--- config.mk ---
export PLATFORM = sky130hd
export DESIGN_NAME = phase_stats_and_recent_mean
export DESIGN_NICKNAME = d
export VERILOG_FILES = /design/src/psrm_pkg.sv /design/src/psrm_div.sv /design/src/psrm_ctrl.sv /design/src/psrm_dp.sv /design/src/phase_stats_and_recent_mean.sv
export SDC_FILE = /design/constraint.sdc
export NUM_CORES = 2
export LEC_CHECK = 0
export ABC_CLOCK_PERIOD_IN_PS = 31300
export BUFFER_PORTS_ARGS = -buffer_cell sky130_fd_sc_hd__buf_2
export CORE_ASPECT_RATIO = 1.75
export CORE_MARGIN = 8
export CORE_UTILIZATION = 65
export DETAILED_ROUTE_END_ITERATION = 8
export PLACE_DENSITY = 0.79
export SYNTH_ARGS = -nofsm -noshare
export SYNTH_HDL_FRONTEND = slang
export SYNTH_HIERARCHICAL = 1
export SYNTH_SLANG_ARGS = --single-unit
--- constraint.sdc ---
create_clock -name clk -period 31.3 [get_ports clk]
set_input_delay 4.695 -clock clk [delete_from_list [all_inputs] [get_ports clk]]
set_output_delay 4.695 -clock clk [all_outputs]
set_load 0.005 [all_outputs]
--- src/psrm_pkg.sv ---
`default_nettype none
package psrm_pkg;

	// item kinds
	localparam logic [1:0] MODE_SAMPLE     = 2'd0;
	localparam logic [1:0] MODE_CLEAR_STAT = 2'd1;
	localparam logic [1:0] MODE_CLEAR_FILL = 2'd2;

	// division jobs, run in this order
	localparam logic [1:0] DIV_VOLT   = 2'd0;
	localparam logic [1:0] DIV_CURR   = 2'd1;
	localparam logic [1:0] DIV_COS    = 2'd2;
	localparam logic [1:0] DIV_RECENT = 2'd3;

	localparam int VOLT_W = 10;
	localparam int CURR_W = 16;
	localparam int COS_W  = 11;
	localparam int WIN_W  = 6;
	localparam logic [WIN_W-1:0] WIN_RESET = 6'd16;

	typedef struct packed {
		logic       capture;
		logic       update;
		logic       snap;
		logic       div_start;
		logic [1:0] div_sel;
		logic       load_out;
	} psrm_cmd_t;

	typedef struct packed {
		logic walk_done;
		logic div_done;
		logic out_busy;
	} psrm_sts_t;

endpackage
`default_nettype wire

--- src/psrm_div.sv ---
`default_nettype none
module psrm_div #(
	parameter int NW = 22,
	parameter int DW = 6
) (
	input  wire logic          clk,
	input  wire logic          arst_n,
	input  wire logic          start,
	input  wire logic [NW-1:0] num,
	input  wire logic [DW-1:0] den,
	output logic      [NW-1:0] quot,
	output logic               done
);
	localparam int SW = $clog2(NW + 1);

	logic [DW-1:0] rem_q;
	logic [DW-1:0] den_q;
	logic [NW-1:0] quot_q;
	logic [SW-1:0] steps_q;
	logic          busy_q;
	logic          done_q;
	logic [DW:0]   trial;
	logic          fits;

	assign trial = {rem_q, quot_q[NW-1]};
	assign fits  = trial >= {1'b0, den_q};

	always_ff @(posedge clk or negedge arst_n) begin
		if (!arst_n) begin
			busy_q  <= 1'b0;
			done_q  <= 1'b0;
			steps_q <= '0;
		end else begin
			done_q <= busy_q && (steps_q == SW'(1));
			if (start) begin
				busy_q  <= 1'b1;
				steps_q <= SW'(NW);
			end else if (busy_q) begin
				steps_q <= steps_q - SW'(1);
				if (steps_q == SW'(1))
					busy_q <= 1'b0;
			end
		end
	end

	// one quotient bit a cycle, restoring
	always_ff @(posedge clk) begin
		if (start) begin
			rem_q  <= '0;
			den_q  <= den;
			quot_q <= num;
		end else if (busy_q) begin
			rem_q  <= fits ? DW'(trial - {1'b0, den_q}) : trial[DW-1:0];
			quot_q <= {quot_q[NW-2:0], fits};
		end
	end

	assign quot = quot_q;
	assign done = done_q;
endmodule
`default_nettype wire

--- src/psrm_ctrl.sv ---
`default_nettype none
module psrm_ctrl (
	input  wire logic                 clk,
	input  wire logic                 arst_n,
	input  wire logic                 in_valid,
	output logic                      in_stall,
	input  wire psrm_pkg::psrm_sts_t  sts,
	output psrm_pkg::psrm_cmd_t       cmd
);
	import psrm_pkg::*;

	localparam logic [2:0] S_IDLE  = 3'd0;
	localparam logic [2:0] S_UPD   = 3'd1;
	localparam logic [2:0] S_SNAP  = 3'd2;
	localparam logic [2:0] S_WALK  = 3'd3;
	localparam logic [2:0] S_DIV   = 3'd4;
	localparam logic [2:0] S_DWAIT = 3'd5;
	localparam logic [2:0] S_OUT   = 3'd6;

	logic [2:0] state_q;
	logic [2:0] state_d;
	logic [1:0] job_q;
	logic       accept;

	assign in_stall = state_q != S_IDLE;
	assign accept   = in_valid && !in_stall;

	always_comb begin
		state_d       = state_q;
		cmd           = '0;
		cmd.div_sel   = job_q;
		case (state_q)
			S_IDLE: begin
				if (accept) begin
					cmd.capture = 1'b1;
					state_d     = S_UPD;
				end
			end
			S_UPD: begin
				cmd.update = 1'b1;
				state_d    = S_SNAP;
			end
			S_SNAP: begin
				cmd.snap = 1'b1;
				state_d  = S_WALK;
			end
			S_WALK: begin
				if (sts.walk_done)
					state_d = S_DIV;
			end
			S_DIV: begin
				cmd.div_start = 1'b1;
				state_d       = S_DWAIT;
			end
			S_DWAIT: begin
				if (sts.div_done)
					state_d = (job_q == DIV_RECENT) ? S_OUT : S_DIV;
			end
			S_OUT: begin
				if (!sts.out_busy) begin
					cmd.load_out = 1'b1;
					state_d      = S_IDLE;
				end
			end
			default: state_d = S_IDLE;
		endcase
	end

	always_ff @(posedge clk or negedge arst_n) begin
		if (!arst_n) begin
			state_q <= S_IDLE;
			job_q   <= DIV_VOLT;
		end else begin
			state_q <= state_d;
			if (state_q == S_SNAP)
				job_q <= DIV_VOLT;
			else if (state_q == S_DWAIT && sts.div_done && job_q != DIV_RECENT)
				job_q <= job_q + 2'd1;
		end
	end

	a_accept_goes_update: assert property (@(posedge clk) disable iff (!arst_n)
		accept |=> state_q == S_UPD)
		else $error("accepted item did not start an update");
	a_load_only_free: assert property (@(posedge clk) disable iff (!arst_n)
		cmd.load_out |-> !sts.out_busy)
		else $error("result loaded over a waiting result");
	a_out_after_recent: assert property (@(posedge clk) disable iff (!arst_n)
		(state_q == S_OUT) |-> job_q == DIV_RECENT)
		else $error("result stage reached before all divisions");
	a_div_in_dwait: assert property (@(posedge clk) disable iff (!arst_n)
		cmd.div_start |=> state_q == S_DWAIT)
		else $error("division start without wait");
endmodule
`default_nettype wire

--- src/psrm_dp.sv ---
`default_nettype none
module psrm_dp #(
	parameter int HISTORY_DEPTH = 32,
	parameter int PHASES        = 3,
	parameter int CW            = 6
) (
	input  wire logic                          clk,
	input  wire logic                          arst_n,
	input  wire psrm_pkg::psrm_cmd_t           cmd,
	output psrm_pkg::psrm_sts_t                sts,
	input  wire logic                          cfg_we,
	input  wire logic [psrm_pkg::WIN_W-1:0]    cfg_wdata,
	input  wire logic [1:0]                    mode,
	input  wire logic [1:0]                    phase,
	input  wire logic [psrm_pkg::VOLT_W-1:0]   volt,
	input  wire logic [psrm_pkg::CURR_W-1:0]   curr,
	input  wire logic signed [psrm_pkg::COS_W-1:0] cos_phi,
	input  wire logic                          phase_running,
	output logic                               out_valid,
	input  wire logic                          out_stall,
	output logic [CW-1:0]                      sample_count,
	output logic [psrm_pkg::VOLT_W-1:0]        volt_low,
	output logic [psrm_pkg::VOLT_W-1:0]        volt_high,
	output logic [psrm_pkg::VOLT_W-1:0]        volt_mean,
	output logic [psrm_pkg::CURR_W-1:0]        curr_low,
	output logic [psrm_pkg::CURR_W-1:0]        curr_high,
	output logic [psrm_pkg::CURR_W-1:0]        curr_mean,
	output logic signed [psrm_pkg::COS_W-1:0]  cos_low,
	output logic signed [psrm_pkg::COS_W-1:0]  cos_high,
	output logic signed [psrm_pkg::COS_W-1:0]  cos_mean,
	output logic [psrm_pkg::VOLT_W-1:0]        recent_mean
);
	import psrm_pkg::*;

	localparam int PTR_W = (HISTORY_DEPTH > 1) ? $clog2(HISTORY_DEPTH) : 1;
	localparam int AW    = $clog2(PHASES * HISTORY_DEPTH);
	localparam int PIW   = (PHASES > 1) ? $clog2(PHASES) : 1;
	localparam int VSW   = VOLT_W + CW;
	localparam int CSW   = CURR_W + CW;
	localparam int KSW   = COS_W + CW;
	localparam int NW    = CSW;
	localparam logic [CW-1:0]    DEPTH  = CW'(HISTORY_DEPTH);
	localparam logic [PTR_W-1:0] LAST   = PTR_W'(HISTORY_DEPTH - 1);

	// captured item
	logic [1:0]              mode_q;
	logic [PIW-1:0]          pi_q;
	logic                    pok_q;
	logic [VOLT_W-1:0]       volt_q;
	logic [CURR_W-1:0]       curr_q;
	logic signed [COS_W-1:0] cos_q;
	logic                    run_q;
	logic [WIN_W-1:0]        win_q;

	// per-phase statistics
	logic [CW-1:0]           cnt_q  [PHASES];
	logic [CW-1:0]           fill_q [PHASES];
	logic [PTR_W-1:0]        wp_q   [PHASES];
	logic [VOLT_W-1:0]       vlo_q  [PHASES];
	logic [VOLT_W-1:0]       vhi_q  [PHASES];
	logic [VSW-1:0]          vsum_q [PHASES];
	logic [CURR_W-1:0]       clo_q  [PHASES];
	logic [CURR_W-1:0]       chi_q  [PHASES];
	logic [CSW-1:0]          csum_q [PHASES];
	logic signed [COS_W-1:0] klo_q  [PHASES];
	logic signed [COS_W-1:0] khi_q  [PHASES];
	logic signed [KSW-1:0]   ksum_q [PHASES];

	logic [VOLT_W-1:0] hist_mem [PHASES * HISTORY_DEPTH];
	logic              mem_we;
	logic [AW-1:0]     mem_waddr;
	logic [AW-1:0]     mem_raddr;
	logic [VOLT_W-1:0] rd_s1;
	logic              pend_s1;

	// snapshot for reporting
	logic                    sn_ok_q;
	logic [CW-1:0]           sn_cnt_q;
	logic [CW-1:0]           sn_rcnt_q;
	logic [VOLT_W-1:0]       sn_vlo_q, sn_vhi_q;
	logic [VSW-1:0]          sn_vsum_q;
	logic [CURR_W-1:0]       sn_clo_q, sn_chi_q;
	logic [CSW-1:0]          sn_csum_q;
	logic signed [COS_W-1:0] sn_klo_q, sn_khi_q;
	logic signed [KSW-1:0]   sn_ksum_q;

	logic              walk_q;
	logic [CW-1:0]     left_q;
	logic [PTR_W-1:0]  rp_q;
	logic [VSW-1:0]    rsum_q;
	logic              walk_done;

	logic [VOLT_W-1:0] res_v_q;
	logic [CURR_W-1:0] res_c_q;
	logic [COS_W-1:0]  res_k_q;
	logic [VOLT_W-1:0] res_r_q;

	logic [NW-1:0]     div_num;
	logic [CW-1:0]     div_den;
	logic [NW-1:0]     div_quot;
	logic              div_done;
	logic [KSW-1:0]    kmag;
	logic [COS_W-1:0]  kq;
	logic              out_valid_q;
	logic              do_sample;
	logic              first;
	logic [CW-1:0]     rcnt;

	always_ff @(posedge clk or negedge arst_n) begin
		if (!arst_n)
			win_q <= WIN_RESET;
		else if (cfg_we)
			win_q <= cfg_wdata;
	end

	always_ff @(posedge clk) begin
		if (cmd.capture) begin
			mode_q <= mode;
			pi_q   <= PIW'(phase);
			pok_q  <= int'(phase) < PHASES;
			volt_q <= volt;
			curr_q <= curr;
			cos_q  <= cos_phi;
			run_q  <= phase_running;
		end
	end

	assign do_sample = cmd.update && pok_q && mode_q == MODE_SAMPLE && !run_q;
	assign first     = cnt_q[pi_q] == '0 || cnt_q[pi_q] >= DEPTH;
	assign mem_we    = do_sample;
	assign mem_waddr = AW'(pi_q) * AW'(HISTORY_DEPTH) + AW'(wp_q[pi_q]);

	always_ff @(posedge clk or negedge arst_n) begin
		if (!arst_n) begin
			for (int i = 0; i < PHASES; i++) begin
				cnt_q[i]  <= '0;
				fill_q[i] <= '0;
				wp_q[i]   <= '0;
			end
		end else if (cmd.update && pok_q) begin
			if (mode_q == MODE_CLEAR_STAT) begin
				for (int i = 0; i < PHASES; i++)
					cnt_q[i] <= '0;
			end else if (mode_q == MODE_CLEAR_FILL) begin
				fill_q[pi_q] <= '0;
			end else if (do_sample) begin
				cnt_q[pi_q] <= first ? CW'(1) : cnt_q[pi_q] + CW'(1);
				if (fill_q[pi_q] < DEPTH)
					fill_q[pi_q] <= fill_q[pi_q] + CW'(1);
				wp_q[pi_q] <= (wp_q[pi_q] == LAST) ? '0 : wp_q[pi_q] + PTR_W'(1);
			end
		end
	end

	always_ff @(posedge clk) begin
		if (do_sample) begin
			if (first) begin
				vlo_q[pi_q]  <= volt_q;
				vhi_q[pi_q]  <= volt_q;
				vsum_q[pi_q] <= VSW'(volt_q);
				clo_q[pi_q]  <= curr_q;
				chi_q[pi_q]  <= curr_q;
				csum_q[pi_q] <= CSW'(curr_q);
				klo_q[pi_q]  <= cos_q;
				khi_q[pi_q]  <= cos_q;
				ksum_q[pi_q] <= KSW'(cos_q);
			end else begin
				if (volt_q < vlo_q[pi_q]) vlo_q[pi_q] <= volt_q;
				if (volt_q > vhi_q[pi_q]) vhi_q[pi_q] <= volt_q;
				vsum_q[pi_q] <= vsum_q[pi_q] + VSW'(volt_q);
				if (curr_q < clo_q[pi_q]) clo_q[pi_q] <= curr_q;
				if (curr_q > chi_q[pi_q]) chi_q[pi_q] <= curr_q;
				csum_q[pi_q] <= csum_q[pi_q] + CSW'(curr_q);
				if (cos_q < klo_q[pi_q]) klo_q[pi_q] <= cos_q;
				if (cos_q > khi_q[pi_q]) khi_q[pi_q] <= cos_q;
				ksum_q[pi_q] <= ksum_q[pi_q] + KSW'(cos_q);
			end
		end
	end

	always_ff @(posedge clk) begin
		if (mem_we)
			hist_mem[mem_waddr] <= volt_q;
	end

	always_ff @(posedge clk) begin
		rd_s1 <= hist_mem[mem_raddr];
	end

	assign rcnt = (int'(win_q) < int'(fill_q[pi_q])) ? CW'(win_q) : fill_q[pi_q];

	always_ff @(posedge clk) begin
		if (cmd.snap) begin
			sn_ok_q   <= pok_q;
			sn_cnt_q  <= pok_q ? cnt_q[pi_q] : '0;
			sn_rcnt_q <= pok_q ? rcnt : '0;
			sn_vlo_q  <= vlo_q[pi_q];
			sn_vhi_q  <= vhi_q[pi_q];
			sn_vsum_q <= vsum_q[pi_q];
			sn_clo_q  <= clo_q[pi_q];
			sn_chi_q  <= chi_q[pi_q];
			sn_csum_q <= csum_q[pi_q];
			sn_klo_q  <= klo_q[pi_q];
			sn_khi_q  <= khi_q[pi_q];
			sn_ksum_q <= ksum_q[pi_q];
		end
	end

	// walk back from the newest history entry, one read a cycle
	assign mem_raddr = AW'(pi_q) * AW'(HISTORY_DEPTH) + AW'(rp_q);
	assign walk_done = walk_q && left_q == '0 && !pend_s1;

	always_ff @(posedge clk or negedge arst_n) begin
		if (!arst_n) begin
			walk_q  <= 1'b0;
			pend_s1 <= 1'b0;
			left_q  <= '0;
		end else begin
			pend_s1 <= walk_q && left_q != '0;
			if (cmd.snap) begin
				walk_q <= 1'b1;
				left_q <= pok_q ? rcnt : '0;
			end else if (walk_done) begin
				walk_q <= 1'b0;
			end else if (walk_q && left_q != '0) begin
				left_q <= left_q - CW'(1);
			end
		end
	end

	always_ff @(posedge clk) begin
		if (cmd.snap) begin
			rp_q   <= (wp_q[pi_q] == '0) ? LAST : wp_q[pi_q] - PTR_W'(1);
			rsum_q <= '0;
		end else begin
			if (walk_q && left_q != '0)
				rp_q <= (rp_q == '0) ? LAST : rp_q - PTR_W'(1);
			if (pend_s1)
				rsum_q <= rsum_q + VSW'(rd_s1);
		end
	end

	assign kmag = sn_ksum_q[KSW-1] ? KSW'(-sn_ksum_q) : KSW'(sn_ksum_q);

	always_comb begin
		div_num = '0;
		div_den = sn_cnt_q;
		case (cmd.div_sel)
			DIV_VOLT:   div_num = NW'(sn_vsum_q);
			DIV_CURR:   div_num = sn_csum_q;
			DIV_COS:    div_num = NW'(kmag);
			DIV_RECENT: begin
				div_num = NW'(rsum_q);
				div_den = sn_rcnt_q;
			end
			default:    div_num = '0;
		endcase
	end

	psrm_div #(.NW(NW), .DW(CW)) u_div (
		.clk    (clk),
		.arst_n (arst_n),
		.start  (cmd.div_start),
		.num    (div_num),
		.den    (div_den),
		.quot   (div_quot),
		.done   (div_done)
	);

	// truncation toward zero: divide the magnitude, then restore the sign
	assign kq = sn_ksum_q[KSW-1] ? COS_W'(-div_quot[COS_W-1:0]) : div_quot[COS_W-1:0];

	always_ff @(posedge clk) begin
		if (div_done) begin
			case (cmd.div_sel)
				DIV_VOLT:   res_v_q <= (div_den == '0) ? '0 : div_quot[VOLT_W-1:0];
				DIV_CURR:   res_c_q <= (div_den == '0) ? '0 : div_quot[CURR_W-1:0];
				DIV_COS:    res_k_q <= (div_den == '0) ? '0 : kq;
				DIV_RECENT: res_r_q <= (div_den == '0) ? '0 : div_quot[VOLT_W-1:0];
				default:    res_v_q <= res_v_q;
			endcase
		end
	end

	always_ff @(posedge clk or negedge arst_n) begin
		if (!arst_n)
			out_valid_q <= 1'b0;
		else if (cmd.load_out)
			out_valid_q <= 1'b1;
		else if (!out_stall)
			out_valid_q <= 1'b0;
	end

	always_ff @(posedge clk) begin
		if (cmd.load_out) begin
			sample_count <= sn_cnt_q;
			volt_low     <= (sn_cnt_q == '0) ? '0 : sn_vlo_q;
			volt_high    <= (sn_cnt_q == '0) ? '0 : sn_vhi_q;
			volt_mean    <= res_v_q;
			curr_low     <= (sn_cnt_q == '0) ? '0 : sn_clo_q;
			curr_high    <= (sn_cnt_q == '0) ? '0 : sn_chi_q;
			curr_mean    <= res_c_q;
			cos_low      <= (sn_cnt_q == '0) ? '0 : sn_klo_q;
			cos_high     <= (sn_cnt_q == '0) ? '0 : sn_khi_q;
			cos_mean     <= res_k_q;
			recent_mean  <= sn_ok_q ? res_r_q : '0;
		end
	end

	assign out_valid     = out_valid_q;
	assign sts.walk_done = walk_done;
	assign sts.div_done  = div_done;
	assign sts.out_busy  = out_valid_q && out_stall;

	a_fill_bounded: assert property (@(posedge clk) disable iff (!arst_n)
		fill_q[0] <= DEPTH)
		else $error("history fill beyond depth");
	a_count_bounded: assert property (@(posedge clk) disable iff (!arst_n)
		cnt_q[0] <= DEPTH)
		else $error("sample count beyond depth");
	a_walk_within_window: assert property (@(posedge clk) disable iff (!arst_n)
		walk_q |-> left_q <= sn_rcnt_q)
		else $error("history walk longer than window");
endmodule
`default_nettype wire

--- src/phase_stats_and_recent_mean.sv ---
`default_nettype none
// channel   handshake             payload
// in        in_valid / in_stall   mode, phase, volt, curr, cos_phi, phase_running
// out       out_valid / out_stall sample_count, volt_*, curr_*, cos_*, recent_mean
// cfg       cfg_we                cfg_wdata (window_points)
//
// one item at a time: accept, update, snapshot, then a history walk of
// min(window_points, fill) entries, one history read a cycle, then four divisions in one
// shared radix-2 divider, then a load of the output register.
// a finished result waits in the output register while the next item is taken.
// reset clears counts, fill, pointers, window (16) and the output valid.
module phase_stats_and_recent_mean #(
	parameter int HISTORY_DEPTH = 32,
	parameter int PHASES        = 3,
	localparam int CW           = $clog2(HISTORY_DEPTH + 1)
) (
	input  wire logic                               clk,
	input  wire logic                               arst_n,
	input  wire logic                               cfg_we,
	input  wire logic [psrm_pkg::WIN_W-1:0]         cfg_wdata,
	input  wire logic                               in_valid,
	output logic                                    in_stall,
	input  wire logic [1:0]                         mode,
	input  wire logic [1:0]                         phase,
	input  wire logic [psrm_pkg::VOLT_W-1:0]        volt,
	input  wire logic [psrm_pkg::CURR_W-1:0]        curr,
	input  wire logic signed [psrm_pkg::COS_W-1:0]  cos_phi,
	input  wire logic                               phase_running,
	output logic                                    out_valid,
	input  wire logic                               out_stall,
	output logic [CW-1:0]                           sample_count,
	output logic [psrm_pkg::VOLT_W-1:0]             volt_low,
	output logic [psrm_pkg::VOLT_W-1:0]             volt_high,
	output logic [psrm_pkg::VOLT_W-1:0]             volt_mean,
	output logic [psrm_pkg::CURR_W-1:0]             curr_low,
	output logic [psrm_pkg::CURR_W-1:0]             curr_high,
	output logic [psrm_pkg::CURR_W-1:0]             curr_mean,
	output logic signed [psrm_pkg::COS_W-1:0]       cos_low,
	output logic signed [psrm_pkg::COS_W-1:0]       cos_high,
	output logic signed [psrm_pkg::COS_W-1:0]       cos_mean,
	output logic [psrm_pkg::VOLT_W-1:0]             recent_mean
);
	import psrm_pkg::*;

	psrm_cmd_t cmd;
	psrm_sts_t sts;

	psrm_ctrl u_ctrl (
		.clk      (clk),
		.arst_n   (arst_n),
		.in_valid (in_valid),
		.in_stall (in_stall),
		.sts      (sts),
		.cmd      (cmd)
	);

	psrm_dp #(
		.HISTORY_DEPTH (HISTORY_DEPTH),
		.PHASES        (PHASES),
		.CW            (CW)
	) u_dp (
		.clk           (clk),
		.arst_n        (arst_n),
		.cmd           (cmd),
		.sts           (sts),
		.cfg_we        (cfg_we),
		.cfg_wdata     (cfg_wdata),
		.mode          (mode),
		.phase         (phase),
		.volt          (volt),
		.curr          (curr),
		.cos_phi       (cos_phi),
		.phase_running (phase_running),
		.out_valid     (out_valid),
		.out_stall     (out_stall),
		.sample_count  (sample_count),
		.volt_low      (volt_low),
		.volt_high     (volt_high),
		.volt_mean     (volt_mean),
		.curr_low      (curr_low),
		.curr_high     (curr_high),
		.curr_mean     (curr_mean),
		.cos_low       (cos_low),
		.cos_high      (cos_high),
		.cos_mean      (cos_mean),
		.recent_mean   (recent_mean)
	);
endmodule
`default_nettype wire
==> metrics <==
status=completed; main flop type after synthesis=edfxtp_1; syn avg cell area=16.8 sq um; # fillers=6905; first-pass GRT wire length=about 260000 microns; Setup-failing EPs final=0; EDFF count, synth=1739; Seq/Total Area, Yosys=71.8%; Final Non-Filler Cells=6421; RSZ-0062 raised after global routing=false; Critical Path Sink Type=flop; synthesized flop and latch total=between 1500 and 2000; top-area cell type share of the netlist area=68.4%; dpl cells=about 6000; number of global-route vias before repair=42724; setup TNS=0 ns; layout cells sized above 1=16.9%; most common cell in the netlist=edfxtp_1; clock-pin slew on the worst setup and hold paths=0.06 ns; slew at the pin closest to its max-slew limit=1.26 ns; CTS resizes=0; DR iter-0 viols=roughly 4100; post-synth net total=roughly 4800; Die Y=470 microns; Fin. Hold Viols=0; clock insertion delay at the later pin of the skew report=between 0.7 and 0.8 ns; Post-synth ARST share=~4.2%; Routed Antenna Nets=0; synth top area cells=edfxtp_1, mux4_2, mux2i_1; core area=0.117 sq mm; Util after Layout=71.9%; row count=166; Fmax=between 0.15 and 0.2 GHz; post-route minimum period=~6.7 ns; critical path launch point type=input port; Final period util=21.2%; P_leak=0.0294 uW; Vias=41306; gr ovfl total=0; Hold Crit Class=reg2reg; worst vdd ir=roughly 0.091 mV; gpl congestion=0.905; beginning of the critical path=out_stall; crit path max fanout=69; CTS sink cnt=around 1900; Synth area leader=edfxtp_1; Vias/cell=about 6.4; area of the multi-input gates=0.0200 sq mm; synth-to-layout area growth=9.92%; clock root buffer master=clkbuf_16; drt pass-1 iters=5; hold_sp=u_dp/res_k_q[0]; antenna violations before repair=3; Synth top cells by count=edfxtp_1, nand2_1, nor2_1, mux2i_1, mux4_2; Yosys Warn Count=6; WL/cell=27.5 microns; CTS Hold Buffers Added=0; Syn Inst Count=between 4000 and 5000; relative slew slack=about 16%; Ports=182; nets=4989; maxcap violations=0; Yosys cell types=between 90 and 100; Port-buffer cells=181; CTS Buffer Depth=3; CTS tree=yes; Storage cell area=0.0549 sq mm; largest net degree at the start of global routing=151; post-DP HPWL=112000 microns; Clock Skews=0.0281 ns; arrival time at the worst endpoint=just over 7 ns; CP Class=in2reg; Total Routed Length=176000 microns; Power Dens Cells=72.3 mW/mm^2; # DRC=0; Post CTS Setup Buffer Count=0; Total Routing Usage GR=27.3%; die width=275 microns; htree depth=4; Die ar.=0.129 sq mm; Post-Syn Area=0.0764 sq mm; Max Transition Viols Final=0; Num CTS Buffers=158; Initial Utilization=65.4%; Worst EP required=31.69 ns
routing by layer:
layer  wire length, microns  vias to the layer above  global-route usage (%)
met2                  93300                     1905                    49.0
met4                  12200                        2                    16.8
met5                      9                        -                       0
li1                       -                    18045                       -
met3                  12400                      513                    4.43
met1                  58700                    20841                    30.1
sequential cells by signal, indices dropped and copies added (netlist names), 17 cells and up, named ones only:
| signal | cells |
|---|---|
| u_dp/hist_mem | 960 |
| u_dp/csum_q | 66 |
| u_dp/ksum_q | 51 |
| u_dp/chi_q | 48 |
| u_dp/clo_q | 48 |
| u_dp/vsum_q | 48 |
| u_dp/khi_q | 33 |
| u_dp/klo_q | 33 |
| u_dp/vhi_q | 30 |
| u_dp/vlo_q | 30 |
| u_dp/sn_csum_q | 22 |
| u_dp/u_div/quot | 22 |
| u_dp/cnt_q | 18 |
| u_dp/fill_q | 18 |
| u_dp/sn_ksum_q | 17 |
path summary, 6_finish.rpt:
path | end | slack (ns) | depth (start not counted)
worst max-delay path | u_dp/cos_low[9] | 24.65 | 5
worst min-delay path | u_dp/cos_mean[0] | 0.42 | 0
worst max register to register | u_dp/csum_q[1][21] | 26.37 | 11
worst min register to register | u_dp/cos_mean[0] | 0.42 | 0
max in group asynchronous | u_dp/cnt_q[14] | 26.56 | 1
min in group asynchronous | u_dp/u_div/steps_q[3] | 4.08 | 1
critical path, stage by stage:
cell and delay, ns:
buf_2 0.10, and2_1 0.19, nor3_2 0.49, buf_4 0.64, buf_4 0.77
area by class of cell:
class                           instances  share of cell area, %
Clock buffer                          207                   5.15
Multi-Input combinational cell       2369                   23.9
Sequential cell                      1851                   65.3
Timing Repair Buffer                  259                   1.82
Tap cell                             1512                   2.25
Inverter                              139                  0.621
Antenna cell                            4                 0.0119
Clock inverter                         80                  0.942
per-stage QoR:
step / hold WS [ns] / cell area, sq um / setup slack (ns) / total power [uW]
floorplan: 0.400 / 76400 / 16.93 / 3800
global placement: 0.404 / 78800 / 23.99 / 4120
detailed placement: 0.405 / 78800 / 23.84 / 4150
CTS: 0.416 / 84000 / 24.66 / 6090
global route: 0.420 / 84000 / 24.50 / 6260
finish: 0.416 / 84000 / 24.65 / 6070
placed cells by master, fill, tap and decap left out, types with 39 or more instances in the layout:
cell type / n
a21oi_1: 99
and2_1: 121
buf_2: 180
buf_4: 76
clkbuf_1: 39
clkbuf_16: 166
dfrtp_1: 77
edfxtp_1: 1739
ha_1: 153
inv_1: 131
mux2_2: 66
mux2i_1: 269
mux4_2: 239
nand2_1: 320
nor2_1: 277
o21a_1: 85
o21ai_0: 183
xnor2_1: 58
xor2_1: 43
cells by family after synthesis:
family	count (synthesis)	synth area share (%)
DFF	1851	71.8
and+or+nand+nor	921	5.61
AOI/OAI and AO/OA	614	5.21
muxes	575	11.6
buffers and inverters	336	2.01
adders and majority gates	158	2.64
xor gates and xnor gates	101	1.16
where the power goes:
group / internal, uW / leakage (uW) / switching (uW)
clock: 1100 / 0.00248 / 852
sequential: 2780 / 0.0170 / 60.5
combinational: 529 / 0.00993 / 746
Power figures use the tool's default switching activity.
